==> src/slt_pkg.sv <==
// shared types and constants for the serial light and trigger controller
`timescale 1ns / 1ps

package slt_pkg;

   localparam logic [1:0] KIND_BYTE = 2'd0;
   localparam logic [1:0] KIND_FAST = 2'd1;
   localparam logic [1:0] KIND_SLOW = 2'd2;
   localparam logic [1:0] KIND_NONE = 2'd3;

   localparam logic [7:0] CMD_TRIGGER = 8'h58;
   localparam logic [7:0] CMD_DARK    = 8'h30;
   localparam logic [7:0] CMD_LIGHT   = 8'h31;
   localparam logic [7:0] CMD_TIMED   = 8'h74;

   localparam logic [15:0] PULSE_TICKS_RESET = 16'd256;
   localparam logic [8:0]  DARK_FULL         = 9'd256;

   typedef struct packed {
      logic [1:0] kind;
      logic [7:0] data_byte;
   } req_type;

   typedef struct packed {
      logic       echo_valid;
      logic [7:0] echo_byte;
      logic       lamps_lit;
      logic       trigger_high;
   } rsp_type;

endpackage

==> src/slt_core.sv <==
// command decode, light and trigger state, pulse and dark counters
`timescale 1ns / 1ps

module slt_core
   import slt_pkg::*;
(
   input  logic        clock,
   input  logic        reset,
   input  logic        accept,
   input  req_type     req_word,
   input  logic        csr_write_enable,
   input  logic [15:0] csr_write_data,
   output rsp_type     rsp_word
);

   logic        awaiting_ff, awaiting_in;
   logic        light_ff, light_in;
   logic        trigger_ff, trigger_in;
   logic [15:0] pulse_ff, pulse_in;
   logic        dark_timing_ff, dark_timing_in;
   logic [8:0]  dark_ff, dark_in;
   logic [15:0] pulse_ticks_ff;

   always_comb begin
      awaiting_in    = awaiting_ff;
      light_in       = light_ff;
      trigger_in     = trigger_ff;
      pulse_in       = pulse_ff;
      dark_timing_in = dark_timing_ff;
      dark_in        = dark_ff;
      case (req_word.kind)
         KIND_BYTE: begin
            if (awaiting_ff) begin
               awaiting_in    = 1'b0;
               dark_in        = (req_word.data_byte == 8'd0) ? DARK_FULL
                                                             : {1'b0, req_word.data_byte};
               dark_timing_in = 1'b1;
               light_in       = 1'b0;
            end else begin
               case (req_word.data_byte)
                  CMD_TRIGGER: begin
                     trigger_in = 1'b1;
                     pulse_in   = pulse_ticks_ff;
                  end
                  CMD_DARK: begin
                     dark_timing_in = 1'b0;
                     dark_in        = 9'd0;
                     light_in       = 1'b0;
                  end
                  CMD_LIGHT: begin
                     dark_timing_in = 1'b0;
                     dark_in        = 9'd0;
                     light_in       = 1'b1;
                  end
                  CMD_TIMED: begin
                     awaiting_in = 1'b1;
                  end
                  default: begin
                  end
               endcase
            end
         end
         KIND_FAST: begin
            if (trigger_ff) begin
               if (pulse_ff <= 16'd1) begin
                  pulse_in   = 16'd0;
                  trigger_in = 1'b0;
               end else begin
                  pulse_in = pulse_ff - 16'd1;
               end
            end
         end
         KIND_SLOW: begin
            if (dark_timing_ff) begin
               if (dark_ff <= 9'd1) begin
                  dark_in        = 9'd0;
                  dark_timing_in = 1'b0;
                  light_in       = 1'b1;
               end else begin
                  dark_in = dark_ff - 9'd1;
               end
            end
         end
         default: begin
         end
      endcase
   end

   always_comb begin
      rsp_word.echo_valid   = (req_word.kind == KIND_BYTE);
      rsp_word.echo_byte    = (req_word.kind == KIND_BYTE) ? req_word.data_byte : 8'd0;
      rsp_word.lamps_lit    = light_in;
      rsp_word.trigger_high = trigger_in;
   end

   always_ff @(posedge clock) begin
      if (reset) begin
         awaiting_ff    <= 1'b0;
         light_ff       <= 1'b1;
         trigger_ff     <= 1'b0;
         pulse_ff       <= 16'd0;
         dark_timing_ff <= 1'b0;
         dark_ff        <= 9'd0;
      end else if (accept) begin
         awaiting_ff    <= awaiting_in;
         light_ff       <= light_in;
         trigger_ff     <= trigger_in;
         pulse_ff       <= pulse_in;
         dark_timing_ff <= dark_timing_in;
         dark_ff        <= dark_in;
      end
   end

   always_ff @(posedge clock) begin
      if (reset) begin
         pulse_ticks_ff <= PULSE_TICKS_RESET;
      end else if (csr_write_enable) begin
         pulse_ticks_ff <= csr_write_data;
      end
   end

endmodule

==> src/slt_out_buf.sv <==
// result register with a skid entry
`timescale 1ns / 1ps

module slt_out_buf
   import slt_pkg::*;
(
   input  logic    clock,
   input  logic    reset,
   input  logic    in_valid,
   output logic    in_ready,
   input  rsp_type in_word,
   output logic    out_valid,
   input  logic    out_ready,
   output rsp_type out_word
);

   logic    main_valid_ff;
   logic    skid_valid_ff;
   rsp_type main_ff;
   rsp_type skid_ff;
   logic    push;
   logic    pop;

   assign in_ready  = !skid_valid_ff;
   assign out_valid = main_valid_ff;
   assign out_word  = main_ff;
   assign push      = in_valid && in_ready;
   assign pop       = main_valid_ff && out_ready;

   always_ff @(posedge clock) begin
      if (reset) begin
         main_valid_ff <= 1'b0;
         skid_valid_ff <= 1'b0;
      end else if (skid_valid_ff) begin
         if (pop) begin
            main_ff       <= skid_ff;
            skid_valid_ff <= 1'b0;
         end
      end else if (push) begin
         if (main_valid_ff && !pop) begin
            skid_ff       <= in_word;
            skid_valid_ff <= 1'b1;
         end else begin
            main_ff       <= in_word;
            main_valid_ff <= 1'b1;
         end
      end else if (pop) begin
         main_valid_ff <= 1'b0;
      end
   end

endmodule

==> src/serial_light_trigger_controller.sv <==
// a word accepted into an empty buffer shows its result at rsp the next cycle
// throughput: one word per cycle while the skid entry is empty
// a two-entry result buffer keeps req_ready high while one result waits
// reset: synchronous, lights on, trigger low, timers stopped, pulse length 256
`timescale 1ns / 1ps

module serial_light_trigger_controller
   import slt_pkg::*;
(
   input  logic        clock,
   input  logic        reset,
   input  logic        req_valid,
   output logic        req_ready,
   input  req_type     req_data,
   output logic        rsp_valid,
   input  logic        rsp_ready,
   output rsp_type     rsp_data,
   input  logic        csr_write_enable,
   input  logic [15:0] csr_write_data
);

   rsp_type result;
   logic    accept;

   assign accept = req_valid && req_ready;

   slt_core u_core (
      .clock            (clock),
      .reset            (reset),
      .accept           (accept),
      .req_word         (req_data),
      .csr_write_enable (csr_write_enable),
      .csr_write_data   (csr_write_data),
      .rsp_word         (result)
   );

   slt_out_buf u_out_buf (
      .clock     (clock),
      .reset     (reset),
      .in_valid  (req_valid),
      .in_ready  (req_ready),
      .in_word   (result),
      .out_valid (rsp_valid),
      .out_ready (rsp_ready),
      .out_word  (rsp_data)
   );

endmodule

==> config.mk <==
export PLATFORM = sky130hd
export DESIGN_NAME = serial_light_trigger_controller
export DESIGN_NICKNAME = d
export VERILOG_FILES = /design/src/slt_pkg.sv /design/src/slt_core.sv /design/src/slt_out_buf.sv /design/src/serial_light_trigger_controller.sv
export SDC_FILE = /design/constraint.sdc
export NUM_CORES = 1
export LEC_CHECK = 0
export BUFFER_PORTS_ARGS = -buffer_cell sky130_fd_sc_hd__buf_2
export CAP_MARGIN = 20
export CORE_ASPECT_RATIO = 2
export CORE_MARGIN = 2
export CORE_UTILIZATION = 60
export CTS_CLUSTER_SIZE = 16
export DETAILED_ROUTE_END_ITERATION = 10
export PLACE_DENSITY = 0.88
export SLEW_MARGIN = 20
export SYNTH_ARGS = -nofsm -noshare
export SYNTH_HDL_FRONTEND = slang
export SYNTH_HIERARCHICAL = 1
export SYNTH_SLANG_ARGS = --single-unit
==> constraint.sdc <==
create_clock -name clock -period 5.8 [get_ports clock]
set_clock_uncertainty 0.1 [all_clocks]
set_input_delay 0.58 -clock clock [delete_from_list [all_inputs] [get_ports clock]]
set_output_delay 0.58 -clock clock [all_outputs]
set_load 0.005 [all_outputs]
# Word-level counts from Yosys, hierarchy flattened

Cells that the tools add are included.

Bits in registers: 69
Latch bits: 0
Bits in writable memories: 0
Memory bits (read-only): 0
Input port bits: 31
Output and inout bits: 13
Word-level logic and storage cells: 96
Memories kept: 0

Add/sub/neg operators: 2
$mul: 0
Div/mod/pow operators: 0
$lt $le $gt $ge: 2
Equality and inequality tests: 14
Shift-type cells: 0
Mux-type cells: 40
Bitwise gates (word level): 2
Reductions and logical operators: 19

Operator list:

| cell                                                                              | number |
|---|---|
| 16-bit 2-to-1 mux                                                                 | 4 |
| 9-bit 2-to-1 mux                                                                  | 5 |
| 11-bit 2-to-1 mux                                                                 | 4 |
| 16-bit case mux with 2 select lines                                               | 1 |
| 1-bit 2-to-1 mux                                                                  | 20 |
| 9-bit case mux with 2 select lines                                                | 1 |
| 8-bit by 6-bit equality test with 1-bit output, second input constant             | 2 |
| 8-bit by 7-bit equality test with 1-bit output, second input constant             | 2 |
| 16-bit by 1-bit less-or-equal comparator with 1-bit output, second input constant | 1 |
| 16-bit by 1-bit subtractor with 16-bit output, second input constant              | 1 |
| 4-bit AND reduction                                                               | 3 |
| 9-bit by 1-bit less-or-equal comparator with 1-bit output, second input constant  | 1 |
| 9-bit by 1-bit subtractor with 9-bit output, second input constant                | 1 |
| 8-bit zero test                                                                   | 1 |
| 8-bit 2-to-1 mux                                                                  | 1 |
| 2-bit != test, second input constant                                              | 4 |
| 1-bit case mux with 2 select lines                                                | 4 |
| 2-bit nonzero test                                                                | 4 |
| 2-bit by 1-bit != test with 1-bit output, second input constant                   | 3 |
| 3-bit AND reduction                                                               | 2 |
| 5-bit AND reduction                                                               | 1 |
| 1-bit logical AND                                                                 | 3 |
| 3-bit != test, second input constant                                              | 1 |
| 2-bit by 1-bit equality test with 1-bit output, second input constant             | 1 |
| other kinds (6)                                                                   | 8 |

# Depth between registers and ports, before layout

Gate-level depths: netlist (run 1).

Word-level depth: 7
Mapped depth: 10
Mapped depth without buffers: 8

# Cells and area by module

The synthesis (run 1) kept the hierarchy.

Modules (own cells, without submodules):

| module                          | instances | cells each | area an instance (um^2) | seq. area each (um^2) |
|---|---|---|---|---|
| slt_core                        | 1         | 333        | 2730.1                  | 900.9 |
| slt_out_buf                     | 1         | 48         | 978.4                   | 700.7 |
| serial_light_trigger_controller | 1         | 1          | 6.3                     | 0.0 |

# Worst setup path after synthesis (run 1)

OpenSTA, ideal clock, no wires.

Path type: in2reg
Start point: input port req_data[1] (netlist name)
End point: register u_out_buf.main_ff, in the netlist u_out_buf/out_word[1] (data pin)
Arrival time: 1915 ps
Data required time: 5440 ps
Slack: 3526 ps
Stages on the path: 7
Buffers on the path: 1
Path through: or3_4 -> nor4_1 -> a21oi_1 -> o31ai_1 -> nand3b_1 -> buf_4 -> mux2_2

Cells in the longest elaborated chain, start to end: 7
Elaborated cells on any way between the ends: 8
Those cells by class: eq/ne: 2; mux: 6

RTL lines:

| what                                           | line                                  | source |
|---|---|---|
| start: declaration                             | serial_light_trigger_controller.sv:14 | `input req_type req_data,` |
| 8-bit by 6-bit equality test with 1-bit output | slt_core.sv:40                        | `case (req_word.data_byte)` |
| 1-bit case mux with 2 select lines *           | slt_core.sv:40                        |  |
| 1-bit 2-to-1 mux *                             | slt_core.sv:33                        | `if (awaiting_ff) begin` |
| 1-bit case mux with 2 select lines *           | slt_core.sv:31                        | `case (req_word.kind)` |
| net u_core.light_in                            | slt_core.sv:17                        | `logic light_ff, light_in;` |
| 11-bit 2-to-1 mux *                            | slt_out_buf.sv:40                     | `if (main_valid_ff && !pop) begin` |
| 11-bit 2-to-1 mux *                            | slt_out_buf.sv:39                     | `end else if (push) begin` |
| 11-bit 2-to-1 mux *                            | slt_out_buf.sv:34                     | `end else if (skid_valid_ff) begin` |
| end signal: assignment                         | slt_out_buf.sv:36                     | `main_ff <= skid_ff;` |
| end signal: assignment                         | slt_out_buf.sv:44                     | `main_ff <= in_word;` |
| end: declaration                               | slt_out_buf.sv:19                     | `rsp_type main_ff;` |

The timed path passes the listed nets; every way through them passes the cells marked *. The select of a mux whose other input is x is not followed.
A chain may end at the register's enable or synchronous reset.

# Worst setup path in the final report (run 1)

Start point: register u_out_buf.skid_valid_ff
End point: register u_core.pulse_ff[2]

Cells in the longest elaborated chain, start to end: 3

RTL lines:

| what                                 | line                                  | source |
|---|---|---|
| start: declaration                   | slt_out_buf.sv:18                     | `logic skid_valid_ff;` |
| start signal: assignment             | slt_out_buf.sv:33                     | `skid_valid_ff <= 1'b0;` |
| start signal: assignment             | slt_out_buf.sv:37                     | `skid_valid_ff <= 1'b0;` |
| start signal: assignment             | slt_out_buf.sv:42                     | `skid_valid_ff <= 1'b1;` |
| 1-bit zero test                      | slt_out_buf.sv:24                     | `assign in_ready = !skid_valid_ff;` |
| 1-bit logical AND                    | serial_light_trigger_controller.sv:25 | `assign accept = req_valid && req_ready;` |
| net accept                           | serial_light_trigger_controller.sv:23 | `logic accept;` |
| 5-bit AND reduction (no source line) | --                                    |  |
| end signal: assignment               | slt_core.sv:108                       | `pulse_ff <= pulse_in;` |
| end: declaration                     | slt_core.sv:19                        | `logic [15:0] pulse_ff, pulse_in;` |

The timed path passes the listed nets, and every way through them passes these cells.

==> results.txt, run 1 <==
outcome: completed
CTS sink count: 69
Slew HR: 0.3096
pin count of the biggest net entering global routing: 54
Tightest Pin Transition: 1036 ps
Clock Latency Late Sink: 330 ps
Port Buffer Count: 43
fin crit share: 0.4415
Antenna Violating Nets Remaining: 0
total wire length: 8427 um
FMAX: 390.5 MHz
post-CTS setup buffers: 0
WP data required: 5880 ps
worst min-delay path category: input pin to register
initial DRC count: 189
ys flop type: dfxtp_1
grt ovf: 0
vias per inst: 6.547
Initial Util: 0.6185
crit path DAT: 2640 ps
LEAKAGE: 1.560 nW
Yosys Warn Count: 6
drc violations: 0
final core area utilization: 0.6848
Final HPWL DP: 6030 um
num ports: 44
Synth cell types: 72
global routing usage summed across all routing layers: 0.2617
Final Critical Period: 2561 ps
Post-synth EDFFs: 22
Worst-path clk slew: 50 ps
wire length per cell: 17.59 um
post-synthesis sequential area ratio: 0.4311
final slew viol count: 0
# Max-Cap Violations: 0
CTS tree: done
Filler cells: 466
TritonCTS Buffers: 9
area of the multi-input gates: 1898 sq um
Critical Path Fanout Max: 18
hold buffer count at CTS: 0
setup TNS: 0 ps
core area: 6006 sq um
Root Buffer: clkbuf_16
final hold viol count: 0
crit start category: register
clk buf depth: 2
Mapped Avg Cell Area: 9.725 sq um
Power Total: 1.089 mW
Post-Syn Instances: 382
crit end category: register
Post-Syn Nets: 417
Ant. Diodes: 0
FF/Latch Area: 1602 sq um
Power Density: 264.8 nW/um^2
slowest cell on the critical path: dfxtp_1
site row count: 40
initial antenna violation count: 0
Die H: 115.3 um
number of global-route vias before repair: 3,058
router iterations before antenna repair: 5
Layout Nets: 446
Chip Width: 59.64 um
CP Cell Sequence: inv_1 -> and2_1 -> or2b_1 -> a21o_1 -> a311o_1 -> o32ai_1
H-tree levels: 3
via count: 3,136
async set-reset flop share out of synthesis: 0
Crit Path Category: register to register
Area growth, synth to finish: 10.71%
CP max stage delay: 850 ps
final setup fails: 0
CTS resizes: 0
hold slack: 351.3 ps
RSZ-0062 raised after global routing: false
fraction of layout instances using a drive strength above 1: 0.2139
#FFs+latches synth: 69
die area: 6875 sq um
GPL Wtd Cong: 0.9192
Mapped Area: 3715 sq um
first-pass GRT wire length: 13,700 um
Max VDD drop: 0.0002279 V
[cells in the final DEF, fill, tap and decap left out, types with 2 or more instances in the layout]
cell type   count
nand3_1         3
nand2b_1        9
nand2b_4        2
ha_1            4
or3_1           4
nor4_1          8
nor2_1         40
nand4_1         2
a221oi_1        3
and2_1         10
o2111ai_1       2
inv_1          16
nor3_1         12
clkbuf_16       9
o2bb2ai_1       2
mux2_2          4
o32ai_1         6
o21a_1          2
o41ai_2         2
clkinvlp_4      2
or3_4           2
a31oi_1         2
buf_2          43
clkinv_1        4
nor2b_1         4
or4_4           3
a21oi_1        36
mux2_4          7
dfxtp_1        47
a211oi_1        8
nand2_1        16
mux2i_1        16
and4bb_2        2
or4_1           2
a21o_1          6
nand3b_1        2
o21ai_0        16
edfxtp_1       22
o22ai_1         3
and3_1          2
[cell usage after synthesis (all sizes together) (2+ instances only)]
| library cell | number | area share |
|---|---|---|
| a21o | 6 | 0.012 |
| o32ai | 6 | 0.014 |
| nor3 | 13 | 0.021 |
| mux2i | 16 | 0.043 |
| nand2b | 11 | 0.023 |
| o41ai | 3 | 0.011 |
| o31a | 2 | 0.0051 |
| nor4 | 8 | 0.013 |
| nand4 | 2 | 0.0034 |
| o2bb2ai | 2 | 0.0047 |
| nor4b | 2 | 0.0064 |
| edfxtp | 22 | 0.18 |
| or3 | 6 | 0.013 |
| nand2 | 17 | 0.019 |
| ha | 4 | 0.013 |
| and2 | 10 | 0.017 |
| or4 | 5 | 0.013 |
| o31ai | 2 | 0.0054 |
| dfxtp | 47 | 0.25 |
| clkbuf | 11 | 0.011 |
| o22ai | 3 | 0.0051 |
| a221oi | 4 | 0.011 |
| a31oi | 2 | 0.0034 |
| inv | 16 | 0.016 |
| nand3b | 2 | 0.0040 |
| o21ai | 17 | 0.026 |
| nor2b | 4 | 0.0067 |
| o2111ai | 2 | 0.0047 |
| nand3 | 3 | 0.0040 |
| mux2 | 11 | 0.040 |
| a211oi | 8 | 0.016 |
| and4bb | 2 | 0.0067 |
| o21a | 2 | 0.0040 |
| a21oi | 37 | 0.051 |
| buf | 13 | 0.030 |
| and3 | 2 | 0.0034 |
| nor2 | 40 | 0.040 |
[kinds of logic (layout without fill, tap and decap cells)]
| logic type | after synthesis | in the layout | share of synthesized area |
|---|---|---|---|
| AO/OA/AOI/OAI | 106 | 106 | 0.1997 |
| flip-flops | 69 | 69 | 0.4311 |
| multiplexers | 27 | 27 | 0.08353 |
| adder cells (fa/ha/maj) | 4 | 4 | 0.01347 |
| XOR/XNOR | 1 | 1 | 0.002358 |
| buffers and inverters | 41 | 75 | 0.06029 |
| AND/OR/NAND/NOR | 134 | 134 | 0.2095 |
[worst max-delay path: cells and delay by family, from the launching register on]
kind | cells | cell delay [ps]
buffers and inverters | 1 | 110
flip-flops | 1 | 850
AO/OA/AOI/OAI | 3 | 900
AND/OR/NAND/NOR | 2 | 440
[routing by layer]
layer / global-route usage / wire length [um] / vias to the layer above
met4: 0.1733 / 408 / 0
met1: 0.2657 / 3005 / 1456
met5: 0 / 0 / -
met2: 0.4609 / 4517 / 160
met3: 0.05062 / 496 / 39
li1: - / - / 1481
[final timing paths]
path                                              start                        to  slack, ps  depth (start not counted)
worst max-delay path            u_out_buf/skid_valid_ff        u_core/pulse_ff[2]       3240                          6
worst min-delay path                  csr_write_data[8]  u_core/pulse_ticks_ff[8]        350                          2
worst max register to register  u_out_buf/skid_valid_ff        u_core/pulse_ff[2]       3240                          6
worst min register to register       u_core/pulse_ff[7]        u_core/pulse_ff[7]        370                          2
[area by class of cell]
class                      count  share of cell area
clock buffer                  10             0.05567
clock inverter                 6            0.007301
inverter                      16             0.01460
multi-input combinational    272              0.4615
sequential                    69              0.3894
tap                           63             0.01917
timing repair buffer          43             0.05233
[report_power, final]
part / leakage (nW) / internal, mW / switching, mW / total (mW)
clock: 0.119 / 0.283 / 0.192 / 0.475
combinational: 0.861 / 0.0404 / 0.0499 / 0.0903
sequential: 0.581 / 0.513 / 0.0106 / 0.524
[stage by stage]
stage | std cells | worst slack (ps) | instance area (sq um)
floorplan | 382 | 3526 | 3715
global placement | 463 | 3223 | 3845
detailed placement | 463 | 3149 | 3845
CTS | 479 | 3263 | 4104
global route | 479 | 3080 | 4113
finish | 479 | 3239 | 4113
[registers in the layout (all words and copies together) (netlist names)]
signal,cells
u_core/awaiting_ff,1
u_core/dark_ff,9
u_core/dark_timing_ff,1
u_core/light_ff,1
u_core/pulse_ff,16
u_core/pulse_ticks_ff,16
u_core/trigger_ff,1
u_out_buf/out_valid,1
u_out_buf/out_word,11
u_out_buf/skid_ff,11
u_out_buf/skid_valid_ff,1
(Power assumes the default switching activity.)
==> run 2: changes to the inputs <==
--- a/config.mk
+++ b/config.mk
@@ -5,14 +5,15 @@
 export SDC_FILE = /design/constraint.sdc
 export NUM_CORES = 1
 export LEC_CHECK = 0
+export ABC_AREA = 1
 export BUFFER_PORTS_ARGS = -buffer_cell sky130_fd_sc_hd__buf_2
 export CAP_MARGIN = 20
 export CORE_ASPECT_RATIO = 2
 export CORE_MARGIN = 2
-export CORE_UTILIZATION = 60
+export CORE_UTILIZATION = 53
 export CTS_CLUSTER_SIZE = 16
 export DETAILED_ROUTE_END_ITERATION = 10
-export PLACE_DENSITY = 0.88
+export PLACE_DENSITY = 0.82
 export SLEW_MARGIN = 20
 export SYNTH_ARGS = -nofsm -noshare
 export SYNTH_HDL_FRONTEND = slang
==> constraint.sdc (replaced) <==
create_clock -name clock -period 2.15 [get_ports clock]
set_clock_uncertainty 0.1 [all_clocks]
set_input_delay 0.215 -clock clock [delete_from_list [all_inputs] [get_ports clock]]
set_output_delay 0.215 -clock clock [all_outputs]
set_load 0.005 [all_outputs]
==> results.txt, run 2 <==
fin crit share: 0.8854 (+0.4439)
first-pass GRT wire length: 15,560 um (+14%)
Filler cells: 589 (+26%)
top cells by area, synth: dfxtp_1 25%, edfxtp_1 18%, nand2_1 16%
LEAKAGE: 2.193 nW (+41%)
outcome: completed
top cells by count, synth: 160 x nand2_1, 92 x nor2_1, 54 x inv_1
pin count of the biggest net entering global routing: 36 (-33%)
RSZ-0062 raised after global routing: false
site row count: 43 (+7.5%)
Post-Syn Instances: 538 (+41%)
Sw Share: 0.2657 (+0.03390)
area of the multi-input gates: 1826 sq um (-3.8%)
TritonCTS Buffers: 9 (unchanged)
Tightest Pin Transition: 853.6 ps (-182.0 ps)
Chip Width: 63.67 um (+6.7%)
final hold viol count: 0 (unchanged)
crit start category: register
post-synthesis sequential area ratio: 0.4244 (-0.006718)
most common cell after layout, fill and taps aside: nand2_1
fraction of layout instances using a drive strength above 1: 0.1576 (-0.05632)
area leader, netlist: dfxtp_1
Port Buffer Count: 43 (unchanged)
initial antenna violation count: 0 (unchanged)
Antenna Violating Nets Remaining: 0 (unchanged)
setup TNS: 0 ps (unchanged)
Root Buffer: clkbuf_16
Final Critical Period: 1904 ps (-657.0 ps)
Max VDD drop: 0.0006929 V (+200%)
async set-reset flop share out of synthesis: 0 (unchanged)
hold slack: 8.039 ps (-343.2 ps)
Mapped Area: 3774 sq um (+1.6%)
post-synthesis xor/xnor area fraction: 0.03481 (+0.03246)
final core area utilization: 0.6378 (-0.04697)
GPL Wtd Cong: 0.9226 (+0.37%)
final setup fails: 0 (unchanged)
mux share of post-synthesis cell area: 0 (-0.08353)
Initial Util: 0.5437 (-0.07482)
Switch Pwr: 0.9581 mW (+280%)
Crit Path Category: register to register
Critical Path Fanout Max: 15 (-3)
worst min-delay path category: input pin to register
H-tree levels: 3 (unchanged)
CP max stage delay: 370 ps (-480 ps)
R2R Setup Slk: 250 ps (-2990 ps)
worst-case reg-to-reg path depth: 9 (+3)
simple-gate share of the synthesized area: 0.3455 (+0.1360)
most frequent cells in the layout: 160 x nand2_1, 92 x nor2_1, 53 x inv_1, 47 x dfxtp_1, 43 x buf_2
post-CTS setup buffers: 0 (unchanged)
CTS sink count: 69 (unchanged)
Mapped Avg Cell Area: 7.014 sq um (-28%)
via count: 3,641 (+16%)
number of global-route vias before repair: 3,589 (+17%)
Comb power frac: 0.155 (+0.072)
Finished Cell Area: 4427 sq um (+7.6%)
final slew viol count: 0 (unchanged)
CTS tree: done
crit path DAT: 2030 ps (-610 ps)
die area: 7852 sq um (+14%)
Layout Nets: 620 (+39%)
Ant. Diodes: 0 (unchanged)
CP Cell Sequence: inv_4 -> nand2_1 -> inv_2 -> inv_2 -> a211oi_4 -> buf_4 -> nand3_1 -> a21oi_1 -> nor2_1
FMAX: 525.3 MHz (+35%)
Synth Area in Compound Gates: 0.08886 (-0.1109)
router iterations before antenna repair: 5 (unchanged)
Synth cell types: 29 (-60%)
FF/Latch Area: 1602 sq um (unchanged)
Worst Hold Path Cells: 3 (+1)
crit end category: register
Post-Syn Nets: 573 (+37%)
biggest registers after layout: u_core/pulse_ff x16, u_core/pulse_ticks_ff x16
# Max-Cap Violations: 0 (unchanged)
CP most frequent cell: inv_2
grt ovf: 0 (unchanged)
Power Density: 814.5 nW/um^2 (+210%)
drc violations: 0 (unchanged)
adder-cell share of the synthesized area: 0.01326 (-0.0002100)
worst reg2reg path endpoint: u_core/pulse_ff[8]
Place WS: 190.7 ps (-2958 ps)
Worst Setup SP: u_out_buf/skid_valid_ff
Post-DP Area: 4024 sq um (+4.7%)
largest family of logic cells by synthesized area: simple AND/OR/NAND/NOR gates
wire length per cell: 13.92 um (-21%)
RR Startpoint: u_out_buf/skid_valid_ff
vias per inst: 5.354 (-18%)
Final HPWL DP: 6861 um (+14%)
core area: 6940 sq um (+16%)
Post-synth EDFFs: 22 (unchanged)
min-delay src: csr_write_data[3]
WP data required: 2270 ps (-3610 ps)
Area growth, synth to finish: 17.31%
num ports: 44 (unchanged)
setup ws final: 246.4 ps (-2993 ps)
global routing usage summed across all routing layers: 0.2603 (-0.001441)
Synth top area share: 0.2493 (-0.003947)
ys flop type: dfxtp_1
#FFs+latches synth: 69 (unchanged)
Die H: 123.3 um (+7.0%)
slowest cell on the critical path: dfxtp_1
Worst-path clk slew: 50 ps (about the same)
top-count cell post-synth: nand2_1
Hold EP: u_core/pulse_ticks_ff[3]
Clock Latency Late Sink: 330 ps (about the same)
clk buf depth: 2 (unchanged)
Clock Power Share: 0.444 (+0.008)
total internal power: 2.647 mW (+220%)
register share of total power: 0.401 (-0.080)
total wire length: 9468 um (+12%)
Yosys Warn Count: 6 (unchanged)
initial DRC count: 316 (+67%)
Slew HR: 0.4288 (+0.1193)
## run 2: cell count changes in the layout (fill, tap and decap cells not counted), sizes merged, moves of 10 or more
cell    delta
nand2    +149
nor2      +56
inv       +45
nand3     +33
mux2i     -16
xor2      +14
mux2      -11
nand2b    -11
and2      -10
## run 2: worst max-delay path by stage
| stage | endpoint | slack [ps] | cells past startpoint |
|---|---|---|---|
| detailed placement | u_core/pulse_ff[10] | 190 | 8 |
| global route | u_core/pulse_ff[1] | 80 | 9 |
| CTS | u_core/pulse_ff[13] | 120 | 9 |
| finish | u_core/pulse_ff[8] | 250 | 9 |
| floorplan | u_core/pulse_ff[8] | 410 | 10 |
| global placement | u_core/pulse_ff[10] | 290 | 8 |
## run 2: cell families (layout without fill, tap and decap cells)
logic type,count (synthesis),after routing
DFF,69,69
xor gates and xnor gates,15,15
and+or+nand+nor,313,313
buffers and inverters,79,131
adders and majority gates,4,4
AOI/OAI and AO/OA,58,58
## run 2: worst max-delay path, delay by kind of cell, from the launching register on
family	cells	cell delay (ps)
and+or+nand+nor	3	250
buffers and inverters	4	630
AOI/OAI and AO/OA	2	440
DFF	1	370
## run 2: power by group through the flow
stage | Sequential, mW | Combinational [mW] | Clock, mW
floorplan | 1.46 | 0.393 | 0
global placement | 1.47 | 0.518 | 0
detailed placement | 1.47 | 0.533 | 0
CTS | 1.45 | 0.550 | 1.63
global route | 1.45 | 0.629 | 1.67
finish | 1.45 | 0.557 | 1.60
## run 2: layer usage
metal | GRT usage | vias to the layer above | part of all wire
li1 | - | 1786 | -
met1 | 0.2261 | 1642 | 0.34
met2 | 0.5138 | 163 | 0.55
met3 | 0.04277 | 50 | 0.046
met4 | 0.1916 | 0 | 0.059
met5 | 0 | - | 0
## run 2: area by class of cell
class / instances / share of cell area
multi-input combinational: 390 / 0.4124
timing repair buffer: 54 / 0.07405
clock inverter: 6 / 0.01950
sequential: 69 / 0.3618
clock buffer: 10 / 0.05399
inverter: 61 / 0.05285
tap: 90 / 0.02544
## run 2: through the flow
step | instances | total power [mW]
2_1_floorplan | 538 | 1.857
3_3_place_gp | 657 | 1.988
3_5_place_dp | 657 | 2.005
4_1_cts | 680 | 3.620
5_1_grt | 680 | 3.748
6_report | 680 | 3.606
## run 2: repair_timing
item,4_1_cts,5_1_grt
resized for setup,0,3
endpoints found under the hold margin,7,0
hold buffers,7,0
setup endpoints to repair,0,16
==> run 3: changes to the inputs <==
--- a/config.mk
+++ b/config.mk
@@ -13,6 +13,7 @@
 export CORE_UTILIZATION = 53
 export CTS_CLUSTER_SIZE = 16
 export DETAILED_ROUTE_END_ITERATION = 10
+export MAX_ROUTING_LAYER = met4
 export PLACE_DENSITY = 0.82
 export SLEW_MARGIN = 20
 export SYNTH_ARGS = -nofsm -noshare
==> results.txt, run 3 (same netlist as run 2, synthesis figures left out) <==
outcome: completed
Area growth, synth to finish: 17.18%
core area: 6940 sq um (unchanged)
crit path DAT: 2070 ps (+40 ps)
Worst Setup SP: u_out_buf/skid_valid_ff
Switch Pwr: 0.9754 mW (+1.8%)
fraction of layout instances using a drive strength above 1: 0.1574 (-0.0002667)
via count: 3,593 (-1.3%)
biggest registers after layout: u_core/pulse_ff x16, u_core/pulse_ticks_ff x16
register share of total power: 0.402 (about the same)
Initial Util: 0.5437 (unchanged)
Layout Nets: 621 (+0.16%)
grt ovf: 0 (unchanged)
Buf/Inv on CP: 4 (unchanged)
worst-case reg-to-reg path depth: 9 (unchanged)
Final HPWL DP: 6976 um (+1.7%)
die area: 7852 sq um (unchanged)
router iterations before antenna repair: 8 (+3)
Hold EP: u_core/pulse_ticks_ff[9]
RSZ-0062 raised after global routing: false
CP Cell Sequence: inv_4 -> nand2_1 -> inv_1 -> inv_2 -> a211oi_4 -> buf_4 -> nand3_1 -> a21oi_1 -> nor2_1
final hold viol count: 0 (unchanged)
Final Critical Period: 1942 ps (+38.50 ps)
Clock Latency Late Sink: 340 ps (about the same)
first-pass GRT wire length: 15,320 um (-1.5%)
Antenna Violating Nets Remaining: 0 (unchanged)
Comb power frac: 0.154 (about the same)
final setup fails: 0 (unchanged)
num ports: 44 (unchanged)
H-tree levels: 3 (unchanged)
# Max-Cap Violations: 0 (unchanged)
CP max stage delay: 380 ps (about the same)
slowest cell on the critical path: dfxtp_1
wire length per cell: 13.75 um (-1.2%)
Worst Hold Path Cells: 3 (unchanged)
GPL Wtd Cong: 0.9579 (+3.8%)
TritonCTS Buffers: 9 (unchanged)
total internal power: 2.622 mW (-0.96%)
fin crit share: 0.9033 (+0.01791)
CTS sink count: 69 (unchanged)
Max VDD drop: 0.0005888 V (-15%)
CTS tree: done
Critical Path Fanout Max: 15 (unchanged)
Chip Width: 63.67 um (unchanged)
worst reg2reg path endpoint: u_core/pulse_ff[2]
Slew HR: 0.3813 (-0.04759)
Sw Share: 0.2711 (+0.005406)
Root Buffer: clkbuf_16
WP data required: 2280 ps (about the same)
number of global-route vias before repair: 3,512 (-2.1%)
R2R Setup Slk: 210 ps (-40 ps)
post-CTS setup buffers: 0 (unchanged)
clk buf depth: 2 (unchanged)
site row count: 43 (unchanged)
Die H: 123.3 um (unchanged)
cell family with most CP delay: buffers and inverters
drc violations: 0 (unchanged)
Worst-path clk slew: 60 ps (about the same)
most frequent cells in the layout: 160 x nand2_1, 92 x nor2_1, 54 x inv_1, 47 x dfxtp_1, 43 x buf_2
Clock Power Share: 0.444 (about the same)
Tightest Pin Transition: 924.7 ps (+71.12 ps)
pin count of the biggest net entering global routing: 23 (-36%)
most common cell after layout, fill and taps aside: nand2_1
Port Buffer Count: 43 (unchanged)
initial DRC count: 216 (-32%)
Power Density: 813.6 nW/um^2 (-0.11%)
setup TNS: 0 ps (unchanged)
vias per inst: 5.276 (-1.5%)
total wire length: 9364 um (-1.1%)
global routing usage summed across all routing layers: 0.2629 (+0.002631)
worst min-delay path category: input pin to register
Ant. Diodes: 0 (unchanged)
LEAKAGE: 2.195 nW (+0.12%)
crit start category: register
RR Startpoint: u_out_buf/skid_valid_ff
Crit Path Category: register to register
FMAX: 514.9 MHz (-2.0%)
hold slack: 3.199 ps (-4.840 ps)
initial antenna violation count: 0 (unchanged)
crit end category: register
final slew viol count: 0 (unchanged)
min-delay src: csr_write_data[9]
[run 3: worst max-delay path by stage]
stage / endpoint / slack, ps / cells after the start
CTS: u_core/pulse_ff[10] / 190 / 8
global placement: u_core/pulse_ff[10] / 230 / 9
finish: u_core/pulse_ff[2] / 210 / 9
detailed placement: u_core/pulse_ff[10] / 170 / 9
global route: u_core/pulse_ff[7] / 30 / 9
floorplan: u_core/pulse_ff[8] / 410 / 10
[run 3: metal layers]
metal | global-route usage | vias up | wire, um | part of all wire
li1 | - | 1788 | - | -
met1 | 0.2271 | 1655 | 3279 | 0.35
met2 | 0.5099 | 121 | 5396 | 0.58
met3 | 0.05641 | 29 | 348 | 0.037
met4 | 0.1440 | 0 | 340 | 0.036
met5 | - | - | 0 | 0
[run 3: tightest hold or removal path, stage by stage]
cell and delay [ps]:
buf_2 80, nor2_1 40, nor2_1 80
[run 3: what timing repair did]
| item | CTS | global route |
|---|---|---|
| resized for setup | 0 | 3 |
| hold buffers | 7 | 0 |
| endpoints found under the hold margin | 7 | 0 |
| setup endpoints to repair | 0 | 10 |
[run 3: final cells by class]
cell class	count	area (sq um)
Multi-Input combinational cell	390	1826
Fill cell	616	2519
Tap cell	90	112.6
Clock buffer	9	225.2
Timing Repair Buffer	55	322.8
Inverter	61	234.0
Clock inverter	7	100.1
Sequential cell	69	1602
[run 3: power groups by stage]
stage / Clock, mW / Sequential (mW) / Combinational (mW)
final: 1.60 / 1.45 / 0.554
after global routing: 1.68 / 1.45 / 0.626
after CTS: 1.61 / 1.45 / 0.545
after detailed placement: 0 / 1.47 / 0.531
after global placement: 0 / 1.47 / 0.518
after floorplan: 0 / 1.46 / 0.393
[run 3: through the flow]
stage               utilization  area (sq um)  total power, mW  setup slack [ps]  cells
finish                   0.6371          4422            3.597             207.9    681
global route             0.6371          4422            3.755             25.19    681
CTS                      0.6360          4414            3.604             185.2    681
detailed placement       0.5791          4019            2.003             165.4    658
global placement         0.5791          4019            1.989             231.2    658
floorplan                     -          3774            1.857             413.9    538
